File: config.mk
export PLATFORM = sky130hd
export DESIGN_NAME = bbsf_ctrl
export DESIGN_NICKNAME = d
export VERILOG_FILES = /design/src/hw/rtl/bbsf_pkg.sv /design/src/hw/rtl/bbsf_ctrl.sv
export SDC_FILE = /design/constraint.sdc
export NUM_CORES = 1
export LEC_CHECK = 0
export ABC_AREA = 1
export BUFFER_PORTS_ARGS = -buffer_cell sky130_fd_sc_hd__buf_2
export CAP_MARGIN = 10
export CORE_AREA = 5 5 42 44
export CTS_CLUSTER_DIAMETER = 30
export DETAILED_ROUTE_END_ITERATION = 7
export DIE_AREA = 0 0 47 49
export PLACE_DENSITY_LB_ADDON = 0.3
export SLEW_MARGIN = 20
export SYNTH_ARGS = -nofsm -noshare
export SYNTH_HDL_FRONTEND = slang
export SYNTH_SLANG_ARGS = --single-unit
export TNS_END_PERCENT = 1
File: constraint.sdc
create_clock -name clk -period 0.9 [get_ports clk]
set_input_delay 0.18 -clock clk [delete_from_list [all_inputs] [get_ports clk]]
set_output_delay 0.18 -clock clk [all_outputs]
set_load 0.01 [all_outputs]
File: src/hw/rtl/bbsf_pkg.sv
// Package for the bounded byte stream FIFO.
// Holds store geometry, operation codes and the controller/datapath interface structs.
// No dependencies.
`default_nettype none

package bbsf_pkg;

  // Store geometry; the depth is a power of two so that indexes wrap by truncation.
  localparam int DEPTH   = 1024;
  localparam int ADDR_W  = $clog2(DEPTH);
  localparam int CNT_W   = $clog2(DEPTH + 1);
  localparam int MAX_LEN = 64;
  localparam int LEN_W   = 7;
  localparam int OP_W    = 3;
  localparam int BYTE_W  = 8;
  localparam int TOT_W   = 32;

  // Capacity register value after reset.
  localparam logic [CNT_W-1:0] CAP_RESET = CNT_W'(DEPTH);

  // Operation codes.
  localparam logic [OP_W-1:0] OP_WRITE = 3'd0;
  localparam logic [OP_W-1:0] OP_READ  = 3'd1;
  localparam logic [OP_W-1:0] OP_PEEK  = 3'd2;
  localparam logic [OP_W-1:0] OP_POP   = 3'd3;
  localparam logic [OP_W-1:0] OP_END   = 3'd4;
  localparam logic [OP_W-1:0] OP_ERROR = 3'd5;

  // Commands from the controller to the datapath.
  typedef struct packed {
    logic load;         // capture a new request
    logic exec;         // apply the captured request to the state
    logic issue;        // read one byte from the store
    logic emit_status;  // present a single status result
  } bbsf_cmd_t;

  // Status from the datapath to the controller.
  typedef struct packed {
    logic stream;       // the request returns one or more stream bytes
    logic issue_last;   // the current store read is the final one
  } bbsf_sts_t;

endpackage

`default_nettype wire

File: src/hw/rtl/bbsf_ctrl.sv
// Controller for the bounded byte stream FIFO.
// Sequences capture, execution, byte streaming and status results; uses bbsf_pkg.
`default_nettype none

module bbsf_ctrl (
  input  wire logic              clk,
  input  wire logic              rst_n,
  input  wire logic              start,
  output logic                   busy,
  input  wire bbsf_pkg::bbsf_sts_t sts,
  output bbsf_pkg::bbsf_cmd_t    cmd
);

  typedef enum logic [4:0] {
    ST_IDLE   = 5'b00001,
    ST_EXEC   = 5'b00010,
    ST_STREAM = 5'b00100,
    ST_DRAIN  = 5'b01000,
    ST_STATUS = 5'b10000
  } state_t;

  state_t state_r, state_nxt;

  // Next state and command decode.
  always_comb begin
    state_nxt       = state_r;
    cmd             = '0;
    case (state_r)
      ST_IDLE: begin
        cmd.load = start;
        if (start) begin
          state_nxt = ST_EXEC;
        end
      end
      ST_EXEC: begin
        cmd.exec  = 1'b1;
        state_nxt = sts.stream ? ST_STREAM : ST_STATUS;
      end
      ST_STREAM: begin
        cmd.issue = 1'b1;
        if (sts.issue_last) begin
          state_nxt = ST_DRAIN;
        end
      end
      ST_DRAIN: begin
        // The final byte leaves the store read register in this cycle.
        state_nxt = ST_IDLE;
      end
      ST_STATUS: begin
        cmd.emit_status = 1'b1;
        state_nxt       = ST_IDLE;
      end
      default: begin
        state_nxt = ST_IDLE;
      end
    endcase
  end

  assign busy = (state_r != ST_IDLE);

  // State register.
  always_ff @(posedge clk) begin
    if (!rst_n) begin
      state_r <= ST_IDLE;
    end else begin
      state_r <= state_nxt;
    end
  end

  // A request is only captured while idle.
  a_load_idle: assert property (@(posedge clk) disable iff (!rst_n)
    cmd.load |-> (state_r == ST_IDLE))
    else $error("request captured while busy");

  // Execution always follows a capture in the next cycle.
  a_exec_after_load: assert property (@(posedge clk) disable iff (!rst_n)
    cmd.load |=> cmd.exec)
    else $error("capture not followed by execution");

  // A status result never overlaps store reads.
  a_status_excl: assert property (@(posedge clk) disable iff (!rst_n)
    !(cmd.emit_status && cmd.issue))
    else $error("status result during streaming");

endmodule

`default_nettype wire

# --- Yosys cells after proc, flatten, opt, wreduce, memory -nomap -nowiden ---
# Cells that the tools add are included.
# Widths: inputs -> output; s select.
classes:
  eq_ne: 7
  n_mux: 8
  reduce_logical: 1
ops:
  columns: ["op", "count"]
  rows:
  - ["$mux 5", 3]
  - ["$pmux 5 s3", 1]
  - ["$eq 5x1->1 const B", 1]
  - ["$eq 5x2->1 const B", 1]
  - ["$eq 5x3->1 const B", 1]
  - ["$eq 5x5->1 const B", 1]
  - ["$ne 5x1->1 const B", 1]
  - ["$mux 1", 4]
  - ["$ne 2x2->1 const B", 2]
  - ["$reduce_and 2->1", 1]
totals:
  in_bits: 5
  regBits: 5
  output_inout_bits: 5

# --- Depth between registers and ports, before layout ---
logic_depth:
  ltp_word: 3
  mapped_depth: 5
  mapped_depth_nobuf: 5

# --- Worst setup path before layout ---
# No wires, ideal clock.
synth_path:
  path_kind: "reg-to-output"
  start: "register state_r[0]"
  end: "output cmd[0] (netlist name)"
  slack_ns: -0.148
  arrival_ns: 0.868
  path_stages_with_launch: 4
  path_buffers: 0
  cell_sequence: "dfxtp_1 -> nor2_1 -> inv_2 -> nor4_1"
synth_rtl:
  columns: ["element", "line", "text"]
  rows:
  - ["start: declaration", "bbsf_ctrl.sv:22", "state_t state_r, state_nxt;"]
  - ["start signal: assignment", "bbsf_ctrl.sv:66", "state_r <= state_nxt;"]
  - ["end: declaration", "bbsf_ctrl.sv:11", "output bbsf_pkg::bbsf_cmd_t cmd"]

==> reports/results.ini <==
[power]
pwr_density_cell_nw_per_um2 = 1360
vdd_drop_max_v = 0.000722
total_power_uw = 674
power_leakage_nw = 0.226

[placed_design]
gp_congestion = 0.809
hpwlAfterDp_um = 519
io_buffers = 9
place_area_sq_um = 393

[finish]
nFillCells = 155
largestRegisters = state_r: 5 flops
layout_commonest_cell = inv_1
stdcell_area_sq_um = 497
regMostFlops = state_r
post-route-util_pct = 35.4
antenna_cells = 0
fin_nets = 61
layout-drive-gt1-share_pct = 70.9
multiInputGateArea_sq_um = 190
area_growth_pct = 90.0
largest_reg_flops = 5
seqCellArea_sq_um = 110
most-common-layout-cells = inv_1 (8), buf_2 (7), buf_4 (7)

[setup_path]
slowest_delay_ps = 360
crit_family = flip-flops
start_kind = flop
slowest_stage = dfxtp_4
required_ps = 720
crit_arrival_ps = 1060
critPathBufInv = 2
worstSetupEndpointType = output pin
cp_cell_sequence = inv_1 > nor2_4 > nand3_4 > nor2_4 > buf_6
cp_common_cell = nor2_4
crit_type = flop to output pin
worst-path-max-fanout = 4

[sta]
fmax_mhz = 806
hold_violations = 0
period_share_pct = 138
period_minus_slack_ps = 1240
finalSetupViolations = 10
fin_ws_ps = -340
hold_ws_ps = 111
skew_ps = 4.35
slew_headroom_pct = 86.9
tightest_slew_ps = 196
rsz0062_at_grt = yes
drv_slew = 0

[floorplanning]
die_area_sq_um = 2300
die_w_um = 47
core_sq_um = 1400
initial_core_util_pct = 18.7
rows = 14
die_h_um = 49
io_pins = 10

[synth]
synth_cells = 35
synth_cell_types = 14
syn_avg_cell_area_sq_um = 7.47
yosysWarnings = 0
ys_seq_elements = 5
synth_area_sq_um = 262
ys_seq_area_share_pct = 38.3
syn_nets = 40

[grt]
antenna_found_initial = 0
grt_overflow = 0
track_usage_pct = 7.11
grt_max_degree = 7
grt_pass1_vias = 278
grt_pass1_wl_mm = 1.10
grt_util_met3_pct = 2.21
met1_usage_pct = 8.57
grt_use_met2_pct = 8.60
grt_busiest_layer = met2

[routing]
first_pass_iters = 4
drt_iter0_drc = 2
wl_per_cell_um = 9.51
ant_nets = 0
drc = 0
via_per_inst = 4.20
wl_um = 675
dr_total_vias = 298

[clock_network]
insertion_delay_ps = 240
cts_tree = yes
cts_sinks = 5
cts_buffers = 3
ctsLongestPathBuffers = 2
path_clk_slew_ps = 50
hold_buffers = 0
clockRootBuffer = clkbuf_4
cts.htree.levels = 1

[hold_path]
hold_class = input port to flop

[status]
status = complete, but fails checks
violations = negative setup slack

[run]
maxCapViolations = 0

[final timing paths]
check | from | to | slack (ps) | cells after the start
max reg2reg | state_r[1]$_SDFFE_PN0P_ | state_r[0]$_SDFFE_PN1P_ | -130 | 6
min | sts[1] | state_r[4]$_SDFFE_PN0P_ | 110 | 2
max | state_r[0]$_SDFFE_PN1P_ | cmd[3] | -340 | 5
min reg2reg | state_r[2]$_SDFFE_PN0P_ | state_r[2]$_SDFFE_PN0P_ | 620 | 4
[through the flow]
step	setup slack (ps)	std cells	TNS, ps
after floorplan	-30.8	35	-50.0
after global placement	-164	65	-784
after detailed placement	-133	65	-749
after CTS	-357	70	-2000
after global routing	-394	71	-2460
final	-340	71	-1800
[where the power goes]
group	total, mW	switching (mW)	internal (mW)
combinational	0.165	0.0832	0.0814
clock	0.260	0.0921	0.168
sequential	0.250	0.0157	0.234
total	0.674	0.191	0.483
[what timing repair did]
action / 4_1_cts / 5_1_grt
endpoints found under the setup margin: 9 / 10
pin swaps: 1 / 1
resized for setup: 9 / 8
buffers inserted: 1 / 1
gates cloned: 0 / 0
[synth_stat cells]
library cell / number / area [sq um]
inv_1: 8 / 30.0
dfxtp_1: 5 / 100
nand3_1: 4 / 20.0
nand4_1: 4 / 25.0
nor2_1: 4 / 15.0
inv_2: 2 / 7.51
a21oi_2: 1 / 8.76
nand2_2: 1 / 6.26
nand3_2: 1 / 10.0
nor2_2: 1 / 6.26
nor2_4: 1 / 11.3
nor3_1: 1 / 5.00
nor3_2: 1 / 10.0
nor4_1: 1 / 6.26
[area by class of cell]
type / instances / area share [%]
well taps: 16 / 4.03
clock buffers: 4 / 5.29
flip-flops and latches: 5 / 22.2
repair buffers: 16 / 22.2
multi-input cells: 20 / 38.3
inverters: 10 / 8.06
[cells by family after synthesis]
| family | share of synthesized area, % |
|---|---|
| AO/OA/AOI/OAI | 3.35 |
| AND/OR/NAND/NOR | 44.0 |
| flip-flops | 38.3 |
| buffers and inverters | 14.4 |
[layer usage]
layer,wire length (um),vias up
li1,-,156
met1,296,134
met2,349,8
met3,28,0
met4,0,0
met5,0,-
(Power assumes the default switching activity.)
